File: src/aclb_pkg.sv
// Package for the atom cell-list binning block: state codes, widths and constants.
// No dependencies; used by the divider and the top level of the block.
package aclb_pkg;

    // Fixed field widths.
    localparam int PosW   = 25;
    localparam int EdgeW  = 20;
    localparam int GridW  = 13;
    localparam int CellW  = 12;
    localparam int SlotW  = 6;
    localparam int DivW   = 26;
    localparam int CntW   = 7;
    localparam int GridSat = 4096;

    // Control sequencer states.
    typedef enum logic [3:0] {
        ST_LOAD,
        ST_GRID,
        ST_GDIV,
        ST_GCHK,
        ST_ADIV,
        ST_ALIN,
        ST_ARD,
        ST_AWR,
        ST_CLR
    } t_state;

endpackage

File: src/aclb_divider.sv
// Restoring divider, one quotient bit per cycle, for non-negative operands.
// Depends on aclb_pkg for the operand widths.
module aclb_divider (
    input  logic                     i_clk,
    input  logic                     i_rst_n,
    input  logic                     i_go,
    input  logic [aclb_pkg::DivW-1:0] i_num,
    input  logic [aclb_pkg::EdgeW-1:0] i_den,
    output logic                     o_done,
    output logic [aclb_pkg::DivW-1:0] o_quo
);
    import aclb_pkg::*;

    logic [DivW-1:0]   r_quo;
    logic [EdgeW:0]    r_rem;
    logic [EdgeW-1:0]  r_den;
    logic [4:0]        r_cnt;
    logic              r_busy;
    logic              r_done;
    logic [EdgeW+1:0]  w_trial;
    logic [EdgeW:0]    w_shift;

    // Shift one numerator bit into the partial remainder and try a subtraction.
    assign w_shift = {r_rem[EdgeW-1:0], r_quo[DivW-1]};
    assign w_trial = {1'b0, w_shift} - {2'b00, r_den};

    always_ff @(posedge i_clk) begin
        if (!i_rst_n) begin
            r_busy <= 1'b0;
            r_done <= 1'b0;
            r_cnt  <= '0;
        end else begin
            r_done <= 1'b0;
            if (i_go) begin
                r_busy <= 1'b1;
                r_cnt  <= 5'(DivW - 1);
            end else if (r_busy) begin
                if (r_cnt == '0) begin
                    r_busy <= 1'b0;
                    r_done <= 1'b1;
                end
                r_cnt <= r_cnt - 5'd1;
            end
        end
    end

    // Data path.
    always_ff @(posedge i_clk) begin
        if (i_go) begin
            r_quo <= i_num;
            r_rem <= '0;
            r_den <= i_den;
        end else if (r_busy) begin
            if (!w_trial[EdgeW+1]) begin
                r_rem <= w_trial[EdgeW:0];
                r_quo <= {r_quo[DivW-2:0], 1'b1};
            end else begin
                r_rem <= w_shift;
                r_quo <= {r_quo[DivW-2:0], 1'b0};
            end
        end
    end

    assign o_done = r_done;
    assign o_quo  = r_quo;
endmodule

File: config.mk
export PLATFORM = sky130hd
export DESIGN_NAME = aclb_divider
export DESIGN_NICKNAME = d
export VERILOG_FILES = /design/src/aclb_pkg.sv /design/src/aclb_divider.sv
export SDC_FILE = /design/constraint.sdc
export NUM_CORES = 1
export LEC_CHECK = 0
export BUFFER_PORTS_ARGS = -buffer_cell sky130_fd_sc_hd__buf_2
export CAP_MARGIN = 20
export CORE_MARGIN = 5
export CORE_UTILIZATION = 45
export CTS_BUF_LIST = sky130_fd_sc_hd__clkbuf_4 sky130_fd_sc_hd__clkbuf_8
export CTS_CLUSTER_SIZE = 16
export DETAILED_ROUTE_END_ITERATION = 12
export GPL_TIMING_DRIVEN = 0
export MAX_ROUTING_LAYER = met4
export PLACE_DENSITY = 0.71
export SETUP_SLACK_MARGIN = 0.02
export SYNTH_ARGS = -nofsm -noshare
export SYNTH_HDL_FRONTEND = slang
export SYNTH_SLANG_ARGS = --single-unit
File: constraint.sdc
create_clock -name i_clk -period 3.75 [get_ports i_clk]
set_input_delay 0 -clock i_clk [delete_from_list [all_inputs] [get_ports i_clk]]
set_output_delay 0 -clock i_clk [all_outputs]
set_load 0.01 [all_outputs]
# --- After elaboration in Yosys (flattened, before gate mapping) ---
# Cells that the tools add are included.
totals:
  reg_bits: 73
  input_bits: 49
  out_inout_bits: 27
  word_cells: 25
op_classes:
  add_sub_neg: 2
  mux: 10
  bitwise_logic: 2
  reduce_logical: 4
op_table:
  columns: ["op", "count"]
  rows:
  - ["$mux W26", 2]
  - ["$sub A21 B20 Y22", 1]
  - ["$mux W20", 1]
  - ["$mux W5", 2]
  - ["$logic_not A5 Y1", 1]
  - ["$mux W1", 5]
  - ["$sub A5 B1 Y5 const B", 1]
  - ["$reduce_or A3 Y1", 1]
  - ["$not A1 Y1", 2]
  - ["$reduce_bool A2 Y1", 1]
  - ["$reduce_or A2 Y1", 1]

# --- Longest topological paths before layout ---
# Gate-level depths: netlist (run 1).
depth:
  word_depth: 4
  mapped_depth: 12
  mapped_depth_nobuf: 11

# --- Worst setup path after synthesis (run 1) ---
# OpenSTA, ideal clock, no wires.
synth_path:
  kind: "register -> register"
  start: "register r_den[1]"
  end: "register r_quo[0], in the netlist o_quo[0], data pin"
  setup_ns: 0.260
  arrival_ns: 2.299
  required_time_ns: 3.490
  slack_ns: 1.191
  path_stages_with_launch: 12
  path_buffers: 2
  period_less_slack_ns: 2.559
  path_cell_list: "edfxtp_1 > inv_1 > ha_1 > nor2b_1 > o2111ai_1 > a2111oi_4 > nor4_2 > o21ai_2 > and2_4 > buf_12 > buf_12 > mux2_2"
synth_between:
  elab_chain_len: 4
synth_lines:
  columns: ["item", "line_no", "source"]
  rows:
  - ["start: declaration", "aclb_divider.sv:16", "logic [EdgeW-1:0] r_den;"]
  - ["start signal: assignment", "aclb_divider.sv:52", "r_den <= i_den;"]
  - ["$sub A21 B20 Y22", "aclb_divider.sv:25", "assign w_trial = {1'b0, w_shift} - {2'b00, r_den};"]
  - ["$mux W1", "aclb_divider.sv:54", "if (!w_trial[EdgeW+1]) begin"]
  - ["$mux W26", "aclb_divider.sv:53", "end else if (r_busy) begin"]
  - ["$mux W26", "aclb_divider.sv:49", "if (i_go) begin"]
  - ["end signal: assignment", "aclb_divider.sv:50", "r_quo <= i_num;"]
  - ["end signal: assignment", "aclb_divider.sv:56", "r_quo <= {r_quo[DivW-2:0], 1'b1};"]
  - ["end signal: assignment", "aclb_divider.sv:59", "r_quo <= {r_quo[DivW-2:0], 1'b0};"]
  - ["end: declaration", "aclb_divider.sv:14", "logic [DivW-1:0] r_quo;"]
# No other way between the ends. The select of a mux whose other input is x is not followed.
# A chain may end at the register's enable or synchronous reset.

# --- Worst setup path in the final report (run 1) ---
layout_path:
  start: "register r_quo[25], in the netlist o_quo[25]"
  end: "register r_rem[18]"
layout_between:
  elab_chain_len: 2
layout_lines:
  columns: ["item", "line_no", "source"]
  rows:
  - ["$sub A21 B20 Y22", "aclb_divider.sv:25", null]
  - ["$mux W20", "aclb_divider.sv:54", null]
  - ["end signal: assignment", "aclb_divider.sv:55", "r_rem <= w_trial[EdgeW:0];"]
  - ["end signal: assignment", "aclb_divider.sv:58", "r_rem <= w_shift;"]
  - ["end: declaration", "aclb_divider.sv:15", "logic [EdgeW:0] r_rem;"]
# No other way between the ends.

==> flow_metrics.tcl, run 1 <==
set metrics [dict create \
    path_delay_family "compound AO/OA/AOI/OAI gates" \
    drv_slew 0 \
    cp_data_arrival_time_ns 3.23 \
    core.rowCount 34 \
    cts_tree "built" \
    startpoint_type "flop" \
    post-synth-top-area-cell "sky130_fd_sc_hd__edfxtp_1" \
    yosys-top-cells-area "sky130_fd_sc_hd__edfxtp_1 35%, sky130_fd_sc_hd__dfxtp_1 14%, sky130_fd_sc_hd__mux2_2 7.4%, sky130_fd_sc_hd__ha_1 7.0%, sky130_fd_sc_hd__mux2i_1 3.3%" \
    timing.final.hold_violations 0 \
    area_growth_syn_to_layout_pct 30.3 \
    setup.reg_to_reg.worst_slack_ns 0.80 \
    yosysWarnings 0 \
    clock_latency_of_the_later_clocked_register_in_the_worst_skew_pair_ns 0.36 \
    synth_async_sr_flop_share_pct 0 \
    drc 0 \
    setup_tns_ns 0 \
    antenna_violations_before_repair 1 \
    core_footprint_um2 8640 \
    dieHeight_um 104 \
    detailroute.via_count 3153 \
    dp.final_hpwl_mm 6.16 \
    rr_worst_depth 11 \
    cts-buffers-inserted 9 \
    mostFrequentLayoutCell "sky130_fd_sc_hd__buf_2" \
    status "finished, final reports clean" \
    syn-cell-area_um2 3940 \
    hold_end "r_den[5]" \
    clkSlewWorstSetupHoldPaths_ns 0.09 \
    synth-edff-count 46 \
    grt.total_usage_pct 17.7 \
    finalClockSkew_ns 0.0123 \
    number_of_fillers_in_the_final_layout 723 \
    firstDrtPassIters 4 \
    power.leakage_nw 2.13 \
    starting_drc_count_in_detailed_routing 128 \
    power.total_mw 2.04 \
    final_layout_size_suffix_gt1_share_pct 25.4 \
    synth_cell_type_count 49 \
    maxCapViolCount 0 \
    worst_path_largest_cell_delay_ns 0.55 \
    timing_worst_setup_path_type "flop to flop" \
    die_width_um 104 \
    path_max_fanout 4 \
    final_area_um2 5130 \
    post-synth-top-area-fraction_pct 35.0 \
    worst_reg2reg_startpoint "o_quo[25]" \
    path_common_cell "sky130_fd_sc_hd__o31ai_1" \
    first_global_vias 3203 \
    endpoint_kind "flop" \
    postSynthCellCount 365 \
    grt_setup_unrepaired "false" \
    routed_wl_mm 9.06 \
    final_core_utilization_pct 59.5 \
    period_needed_ns 2.95 \
    register_area_um2 1920 \
    postSynthRegisterBits 73 \
    cp_slowest_cell "sky130_fd_sc_hd__a211oi_1" \
    multi_input_comb_area_um2 1820 \
    reg2reg_to "r_rem[18]" \
    ant_nets 0 \
    max-slew-margin-rel_pct 35.9 \
    synth.avg_cell_area_um2 10.8 \
    synth.net_count 437 \
    avgRoutedWirePerCell_um 14.8 \
    start_util_pct 45.6 \
    clock_tree.root_cell "sky130_fd_sc_hd__clkbuf_8" \
    die_area_um2 10700 \
    synth.yosys.seq_area_share_pct 48.8 \
    grt_overflow 0 \
    maximum_number_of_pins_on_one_net_before_global_route_repair 27 \
    hold_class "input pin to flop" \
    cellPowerDensity_nw_per_um2 398 \
    mostFrequentLayoutCells "75 x sky130_fd_sc_hd__buf_2, 47 x sky130_fd_sc_hd__dlygate4sd3_1, 46 x sky130_fd_sc_hd__edfxtp_1" \
    hold_path_startpoint "i_go" \
    global_route_wire_length_before_repair_mm 15.1 \
    cts_max_path_buffers 2 \
    boundaryPins 76 \
    min_period_over_period_pct 78.7 \
    achievable-frequency_mhz 339 \
    viasPerCell 5.15 \
    tightestPinTransition_ns 0.960 \
    clock_sink_count 73 \
    critPathRequiredTime_ns 4.03 \
    cts_htree_levels 3 \
    cts-resized-gates 0 \
    cp.buffers_inverters 1 \
    dominantRegCellSynth "sky130_fd_sc_hd__edfxtp_1" \
    power.ir.vdd_worst_mv 0.254 \
    portBuffers 75 \
    design.final.nets 570 \
    worstPathCellList "inv_1 > ha_1 > fa_1 > nor2b_1 > o31ai_2 > a211oi_1 > o31ai_1 > o21ai_1 > a21oi_1 > xor2_1 > o31ai_1" \
    worstHoldPathCells 1 \
    gp_congestion 0.853 \
    report.final.setup_viol 0 \
    dpl-instance-area_um2 4450 \
]
## cell usage after synthesis, drive strengths merged (4+ instances only)
master / n
a211oi: 10
a21oi: 22
a31oi: 4
clkbuf: 12
dfxtp: 27
edfxtp: 46
ha: 22
inv: 29
mux2: 27
mux2i: 13
nand2: 26
nand2b: 4
nand3: 6
nor2: 31
nor2b: 4
nor3: 4
o21a: 4
o21ai: 23
xnor2: 10
xor2: 9
## sequential cells by signal, summed over array words and instances, names as in the netlist
register,flops
o_quo,26
r_den,20
r_rem,20
r_cnt,5
o_done,1
r_busy,1
## repair_timing
action                                 CTS  global route
setup buffers                            0             0
hold buffers                            47             0
endpoints found under the hold margin   53             0
## where the power goes
part	switching [mW]	internal [mW]	leakage, nW	total (mW)
clock network	0.342	0.322	0.104	0.664
registers	0.0346	0.928	0.678	0.963
logic	0.215	0.199	1.34	0.414
total	0.592	1.45	2.13	2.04
## through the flow
step           cells  worst slack, ns  hold slack [ns]
4_1_cts          611            0.864            0.140
5_1_grt          612            0.588            0.148
2_1_floorplan    365             1.19           0.0989
3_5_place_dp     548            0.886            0.178
3_3_place_gp     548            0.916            0.177
6_report         612            0.800            0.135
## worst register-to-register path: stages (launching register included)
cell and delay (ns):
sky130_fd_sc_hd__edfxtp_1 0.41, sky130_fd_sc_hd__inv_1 0.06, sky130_fd_sc_hd__ha_1 0.22, sky130_fd_sc_hd__fa_1 0.40, sky130_fd_sc_hd__nor2b_1 0.22, sky130_fd_sc_hd__o31ai_2 0.13
sky130_fd_sc_hd__a211oi_1 0.55, sky130_fd_sc_hd__o31ai_1 0.25, sky130_fd_sc_hd__o21ai_1 0.18, sky130_fd_sc_hd__a21oi_1 0.10, sky130_fd_sc_hd__xor2_1 0.14, sky130_fd_sc_hd__o31ai_1 0.21
## layer usage
metal  track usage, %  vias up  part of all wire (%)
met1             20.6     1502                    43
li1                 -     1580                     -
met5                -        -                     0
met4             6.28        0                   1.9
met3             4.85       12                   3.6
met2             29.2       59                    52
## area by class of cell
cell class	instances	area share (%)
diodes	1	0.0487
plain buffers	15	1.73
clock buffers	9	2.41
clock inverters	7	1.68
inverters	29	2.12
multi-input cells	248	35.5
flip-flops and latches	73	37.4
well taps	108	2.63
repair buffers	122	16.5
## cells by family after synthesis
logic type	share of synthesized area, %
compound gates	13.4
xor+xnor	4.22
fa+ha+maj	7.49
buf+inv	5.02
flops	48.8
mux	11.0
simple gates	10.1
## how the worst max path moves through the flow
stage | from | end | cells past startpoint
after floorplan | r_den[1] | o_quo[0] | 11
after global placement | o_quo[25] | r_rem[18] | 11
after detailed placement | o_quo[25] | r_rem[18] | 11
after CTS | o_quo[25] | r_rem[18] | 11
after global routing | o_quo[25] | r_rem[18] | 11
final | o_quo[25] | r_rem[18] | 11
(Power assumes the default switching activity.)
==> run 2: changes to the inputs <==
--- a/config.mk
+++ b/config.mk
@@ -5,6 +5,7 @@
 export SDC_FILE = /design/constraint.sdc
 export NUM_CORES = 1
 export LEC_CHECK = 0
+export ABC_AREA = 1
 export BUFFER_PORTS_ARGS = -buffer_cell sky130_fd_sc_hd__buf_2
 export CAP_MARGIN = 20
 export CORE_MARGIN = 5
@@ -14,7 +15,7 @@
 export DETAILED_ROUTE_END_ITERATION = 12
 export GPL_TIMING_DRIVEN = 0
 export MAX_ROUTING_LAYER = met4
-export PLACE_DENSITY = 0.71
+export PLACE_DENSITY = 0.7
 export SETUP_SLACK_MARGIN = 0.02
 export SYNTH_ARGS = -nofsm -noshare
 export SYNTH_HDL_FRONTEND = slang
==> constraint.sdc (replaced) <==
create_clock -name i_clk -period 3 [get_ports i_clk]
set_input_delay 0 -clock i_clk [delete_from_list [all_inputs] [get_ports i_clk]]
set_output_delay 0 -clock i_clk [all_outputs]
set_load 0.01 [all_outputs]
==> flow_metrics.tcl, run 2 <==
set metrics [dict create \
    dp.final_hpwl_mm 8.29 \
    ant_nets 0 \
    die_width_um 110 \
    period_needed_ns 2.12 \
    syn-cell-area_um2 4490 \
    detailroute.via_count 4293 \
    cts-resized-gates 0 \
    viasPerCell 4.84 \
    synth.net_count 687 \
    cp_data_arrival_time_ns 2.36 \
    mostFrequentLayoutCell "sky130_fd_sc_hd__nand2_1" \
    max-slew-margin-rel_pct 50.4 \
    synth.avg_cell_area_um2 7.29 \
    portBuffers 75 \
    cts_tree "built" \
    endpoint_kind "flop" \
    grt_setup_unrepaired "false" \
    postCtsHoldBufs 47 \
    worst_path_largest_cell_delay_ns 0.37 \
    antenna_violations_before_repair 0 \
    critPathRequiredTime_ns 3.24 \
    finalClockSkew_ns 0.00992 \
    synth_async_sr_flop_share_pct 0 \
    clock_tree.root_cell "sky130_fd_sc_hd__clkbuf_8" \
    holdWs_ns 0.175 \
    starting_drc_count_in_detailed_routing 183 \
    critical_path_cell_count 11 \
    hold_class "input pin to flop" \
    timing.final.hold_violations 0 \
    routed_wl_mm 11.7 \
    post-synth-top-area-fraction_pct 30.8 \
    startpoint_type "flop" \
    n_antenna_cell 0 \
    timing_worst_setup_path_type "flop to flop" \
    firstDrtPassIters 4 \
    first_global_vias 4427 \
    post-cts-setup-buffers 0 \
    maximum_number_of_pins_on_one_net_before_global_route_repair 31 \
    gp_congestion 0.965 \
    cellPowerDensity_nw_per_um2 410 \
    boundaryPins 76 \
    tightestPinTransition_ns 0.741 \
    status "finished, final reports clean" \
    yosys-top-cells-area "sky130_fd_sc_hd__edfxtp_1 31%, sky130_fd_sc_hd__nand2_1 20%, sky130_fd_sc_hd__dfxtp_1 12%, sky130_fd_sc_hd__inv_1 8.9%, sky130_fd_sc_hd__ha_1 6.1%" \
    core_footprint_um2 9730 \
    setup_tns_ns 0 \
    synth_cell_type_count 32 \
    path_delay_family "simple AND/OR/NAND/NOR gates" \
    clkSlewWorstSetupHoldPaths_ns 0.08 \
    mostFrequentLayoutCells "242 x sky130_fd_sc_hd__nand2_1, 106 x sky130_fd_sc_hd__inv_1, 78 x sky130_fd_sc_hd__buf_2" \
    power.leakage_nw 2.99 \
    avgRoutedWirePerCell_um 13.2 \
    worstPathCellList "inv_1 > ha_1 > nand2_1 > inv_1 > nand2_1 > nand2_1 > a21oi_4 > buf_2 > nand4_1 > nand3_1 > nand2_1" \
    path_max_fanout 10 \
    die_area_um2 12100 \
    dominantRegCellSynth "sky130_fd_sc_hd__edfxtp_1" \
    power.ir.vdd_worst_mv 0.233 \
    global_route_wire_length_before_repair_mm 19.6 \
    synth-edff-count 46 \
    area_growth_syn_to_layout_pct 27.4 \
    grt_overflow 0 \
    maxCapViolCount 0 \
    clock_sink_count 73 \
    cp_slowest_cell "sky130_fd_sc_hd__a21oi_4" \
    worstHoldPathCells 1 \
    postSynthCellCount 615 \
    path_common_cell "sky130_fd_sc_hd__nand2_1" \
    rr_worst_depth 11 \
    cts_htree_levels 3 \
    drc 0 \
    postSynthRegisterBits 73 \
    dieHeight_um 110 \
    cp.buffers_inverters 3 \
    synth.yosys.seq_area_share_pct 42.8 \
    core.rowCount 36 \
    grt.total_usage_pct 21.5 \
    clock_latency_of_the_later_clocked_register_in_the_worst_skew_pair_ns 0.35 \
    achievable-frequency_mhz 471 \
    yosysWarnings 0 \
    cts-buffers-inserted 9 \
    post-synth-top-area-cell "sky130_fd_sc_hd__edfxtp_1" \
    min_period_over_period_pct 70.8 \
    final_core_utilization_pct 58.7 \
    design.final.nets 821 \
    final_layout_size_suffix_gt1_share_pct 15.6 \
    cts_max_path_buffers 2 \
    drv_slew 0 \
    report.final.setup_viol 0 \
    synth.most_common_cell "sky130_fd_sc_hd__nand2_1" \
    synth.top_cells.by_count "242 x sky130_fd_sc_hd__nand2_1, 106 x sky130_fd_sc_hd__inv_1, 46 x sky130_fd_sc_hd__edfxtp_1" \
    start_util_pct 46.1 \
    max_reg_flops 26 \
]
## run 2: cell count changes in the layout (fill, tap and decap cells not counted), sizes merged, moves of 13 or more
cell,before,now
nand2,26,247
mux2i,13,0
nand3,6,51
nand4,1,20
mux2,27,0
inv,33,112
## run 2: cells by family (layout without fill, tap and decap cells)
kind of cell	after synthesis	count (layout)	share of synthesized area (%)
AOI/OAI and AO/OA	25	25	3.21
xor gates and xnor gates	8	8	1.56
adders and majority gates	23	23	6.58
buffers and inverters	128	267	11.1
DFF	73	73	42.8
and+or+nand+nor	358	358	34.7
## run 2: cell type report
class	instances	area [µm²]
Clock inverter	6	58.8
Clock buffer	10	131
Timing Repair Buffer	123	873
Fill cell	930	4010
Inverter	113	424
Sequential cell	73	1920
Multi-Input combinational cell	414	2060
Tap cell	133	166
Buffer	15	75.1
## run 2: worst reg2reg max path: stages, from the launching register on
cell	delay, ns
sky130_fd_sc_hd__edfxtp_1	0.33
sky130_fd_sc_hd__inv_1	0.04
sky130_fd_sc_hd__ha_1	0.34
sky130_fd_sc_hd__nand2_1	0.13
sky130_fd_sc_hd__inv_1	0.05
sky130_fd_sc_hd__nand2_1	0.06
sky130_fd_sc_hd__nand2_1	0.09
sky130_fd_sc_hd__a21oi_4	0.37
sky130_fd_sc_hd__buf_2	0.32
sky130_fd_sc_hd__nand4_1	0.12
sky130_fd_sc_hd__nand3_1	0.12
sky130_fd_sc_hd__nand2_1	0.06
## run 2: per-layer routing
metal | global-route usage (%) | routed length (µm) | up-vias | share of wire, %
met3 | 3.05 | 766 | 32 | 6.5
li1 | - | - | 2193 | -
met1 | 25.9 | 4980 | 1927 | 42
met2 | 35.2 | 5640 | 141 | 48
met4 | 10.8 | 354 | 0 | 3.0
met5 | - | 0 | - | 0
## run 2: path summary, 6_finish.rpt
check	startpoint	endpoint	slack, ns
max	r_den[15]	r_rem[3]	0.88
min	i_go	r_den[5]	0.17
max reg2reg	r_den[15]	r_rem[3]	0.88
min reg2reg	r_rem[11]	r_rem[11]	0.47
## run 2: through the flow
stage	setup slack (ns)	instance area (µm²)	power, mW	cells
after global placement	0.470	5030	1.53	823
after CTS	0.708	5690	2.35	886
after detailed placement	0.444	5030	1.53	823
after floorplan	1.14	4490	1.40	615
after global routing	0.640	5720	2.47	887
final	0.876	5720	2.34	887
## run 2: where the power goes
group	switching [mW]	internal [mW]	leakage, nW	total, mW
logic	0.225	0.167	2.21	0.392
registers	0.0325	1.15	0.681	1.18
clock network	0.381	0.388	0.0948	0.769
==> run 3: changes to the inputs <==
--- a/config.mk
+++ b/config.mk
@@ -15,7 +15,7 @@
 export DETAILED_ROUTE_END_ITERATION = 12
 export GPL_TIMING_DRIVEN = 0
 export MAX_ROUTING_LAYER = met4
-export PLACE_DENSITY = 0.7
+export PLACE_DENSITY = 0.73
 export SETUP_SLACK_MARGIN = 0.02
 export SYNTH_ARGS = -nofsm -noshare
 export SYNTH_HDL_FRONTEND = slang
==> constraint.sdc (replaced) <==
create_clock -name i_clk -period 1.9 [get_ports i_clk]
set_input_delay 0 -clock i_clk [delete_from_list [all_inputs] [get_ports i_clk]]
set_output_delay 0 -clock i_clk [all_outputs]
set_load 0.01 [all_outputs]
==> flow_metrics.tcl, run 3 (synthesized netlist as in run 2, its figures left out) <==
set metrics [dict create \
    status "finished with violations" \
    violations "setup timing" \
    cts_htree_levels 3 \
    first_global_vias 4304 \
    clkSlewWorstSetupHoldPaths_ns 0.09 \
    cp_slowest_cell "sky130_fd_sc_hd__edfxtp_1" \
    timing.final.hold_violations 0 \
    detailroute.via_count 4472 \
    path_delay_family "simple AND/OR/NAND/NOR gates" \
    mostFrequentLayoutCell "sky130_fd_sc_hd__nand2_1" \
    timing_worst_setup_path_type "flop to flop" \
    routed_wl_mm 13.0 \
    starting_drc_count_in_detailed_routing 189 \
    cellPowerDensity_nw_per_um2 609 \
    mostFrequentLayoutCells "204 x sky130_fd_sc_hd__nand2_1, 91 x sky130_fd_sc_hd__inv_1, 75 x sky130_fd_sc_hd__buf_2" \
    boundaryPins 76 \
    core_footprint_um2 9730 \
    setup.reg_to_reg.worst_slack_ns -0.005 \
    worst_reg2reg_startpoint "r_den[8]" \
    period_needed_ns 1.90 \
    hold_class "input pin to flop" \
    worst_slack_ns -0.00453 \
    clock_sink_count 73 \
    min_period_over_period_pct 100 \
    number_of_fillers_in_the_final_layout 782 \
    core.rowCount 36 \
    die_area_um2 12100 \
    hold_path_startpoint "i_go" \
    design.final.nets 848 \
    critPathRequiredTime_ns 2.01 \
    reg2reg_to "o_quo[0]" \
    n_antenna_cell 0 \
    cp_data_arrival_time_ns 2.01 \
    dp.final_hpwl_mm 8.39 \
    path_common_cell "sky130_fd_sc_hd__nand2_2" \
    rr_worst_depth 13 \
    path_max_fanout 6 \
    firstDrtPassIters 5 \
    power.ir.vdd_worst_mv 0.432 \
    clock_tree.root_cell "sky130_fd_sc_hd__clkbuf_8" \
    startpoint_type "flop" \
    drc 0 \
    portBuffers 75 \
    grt.total_usage_pct 22.0 \
    power.leakage_nw 3.22 \
    tightestPinTransition_ns 0.646 \
    report.final.setup_viol 1 \
    start_util_pct 46.1 \
    grt_overflow 0 \
    worst_path_largest_cell_delay_ns 0.42 \
    max-slew-margin-rel_pct 56.9 \
    global_route_wire_length_before_repair_mm 20.0 \
    worstPathCellList "inv_2 > ha_4 > nand2_4 > inv_2 > nand2_2 > nand2_2 > nand2_2 > nand2_2 > nand2_4 > nand3_4 > buf_12 > nand2_2 > nand2_1" \
    final_layout_size_suffix_gt1_share_pct 31.9 \
    dieHeight_um 110 \
    cts-buffers-inserted 9 \
    antenna_violations_before_repair 0 \
    maxCapViolCount 0 \
    ant_nets 0 \
    die_width_um 110 \
    setup_tns_ns -0.00453 \
    drv_slew 0 \
    cts_max_path_buffers 2 \
    gp_congestion 0.950 \
    endpoint_kind "flop" \
    finalClockSkew_ns 0.0129 \
    hold_end "r_den[5]" \
    max_reg_flops 26 \
    final_core_utilization_pct 67.2 \
    area_growth_syn_to_layout_pct 45.9 \
    viasPerCell 4.89 \
    cp.buffers_inverters 3 \
    maximum_number_of_pins_on_one_net_before_global_route_repair 26 \
    grt_setup_unrepaired "true" \
    cts_tree "built" \
    achievable-frequency_mhz 525 \
    avgRoutedWirePerCell_um 14.3 \
    clock_latency_of_the_later_clocked_register_in_the_worst_skew_pair_ns 0.36 \
    worstHoldPathCells 1 \
]
run 3: cell types whose count changed in the layout (fill, tap and decap cells not counted), moves of 5 or more:
cell / delta
sky130_fd_sc_hd__inv_1: -15
sky130_fd_sc_hd__nand3_4: +5
sky130_fd_sc_hd__nor2_1: -6
sky130_fd_sc_hd__nand2_4: +7
sky130_fd_sc_hd__o21ai_1: -5
sky130_fd_sc_hd__ha_4: +19
sky130_fd_sc_hd__nand3_2: +10
sky130_fd_sc_hd__buf_4: +27
sky130_fd_sc_hd__o21ai_2: +5
sky130_fd_sc_hd__ha_1: -19
sky130_fd_sc_hd__nand2_1: -38
sky130_fd_sc_hd__nand3_1: -15
sky130_fd_sc_hd__nand2_2: +31
sky130_fd_sc_hd__inv_2: +16
run 3: how the worst max path moves through the flow:
stage                   start  slack [ns]  cells past startpoint   endpoint
finish               r_den[8]      -0.005                     13   o_quo[0]
global placement         i_go       -0.63                      4  o_quo[14]
CTS                  r_den[8]       -0.02                     13   o_quo[0]
global route         r_den[8]       -0.07                     13   o_quo[0]
detailed placement       i_go       -0.27                      5  o_quo[16]
floorplan           o_quo[25]        0.04                     13  r_rem[16]
run 3: repair_timing:
item                                    CTS  global route
resized for setup                        34            94
endpoints found under the hold margin    53             0
pin swaps                                 6            43
buffers inserted                         10            15
hold buffers                             47             0
endpoints found under the setup margin   46            21
gates cloned                              0             2
run 3: worst reg2reg max path, cell delays in order, from the launching register on:
cell and delay (ns):
sky130_fd_sc_hd__edfxtp_1 0.42, sky130_fd_sc_hd__inv_2 0.09, sky130_fd_sc_hd__ha_4 0.22, sky130_fd_sc_hd__nand2_4 0.10, sky130_fd_sc_hd__inv_2 0.04, sky130_fd_sc_hd__nand2_2 0.05
sky130_fd_sc_hd__nand2_2 0.06, sky130_fd_sc_hd__nand2_2 0.06, sky130_fd_sc_hd__nand2_2 0.07, sky130_fd_sc_hd__nand2_4 0.10, sky130_fd_sc_hd__nand3_4 0.15, sky130_fd_sc_hd__buf_12 0.19
sky130_fd_sc_hd__nand2_2 0.05, sky130_fd_sc_hd__nand2_1 0.06
run 3: layout make-up:
cell class | instances | area (µm²) | share of cell area (%)
Multi-Input combinational cell | 414 | 2600 | 39.8
Sequential cell | 73 | 1920 | 29.4
Timing Repair Buffer | 150 | 1110 | 17.0
Inverter | 113 | 424 | 6.48
Tap cell | 133 | 166 | 2.54
Clock buffer | 9 | 124 | 1.89
Buffer | 15 | 98.8 | 1.51
Clock inverter | 7 | 93.8 | 1.43
run 3: metal layers:
layer	vias to the layer above	GRT usage (%)	part of all wire, %
li1	2251	-	-
met1	2056	26.4	41
met2	141	37.1	51
met3	24	4.70	5.8
met4	0	6.68	2.2
met5	-	-	0
run 3: power breakdown:
part	internal, mW	total, mW	switching (mW)
registers	1.81	1.87	0.0551
logic	0.341	0.757	0.416
clock network	0.739	1.36	0.621
total	2.89	3.98	1.09
run 3: metrics by stage:
step                      instance area, µm²  hold WS (ns)  std cells  setup WS, ns  power (mW)
after floorplan                         4490        0.0989        615        0.0364        2.22
after global placement                  5030         0.176        823        -0.632        2.41
after detailed placement                5050         0.178        824        -0.272        2.44
after CTS                               6040         0.180        897       -0.0201        3.93
after global routing                    6540         0.183        914       -0.0690        4.18
final                                   6540         0.179        914      -0.00453        3.98
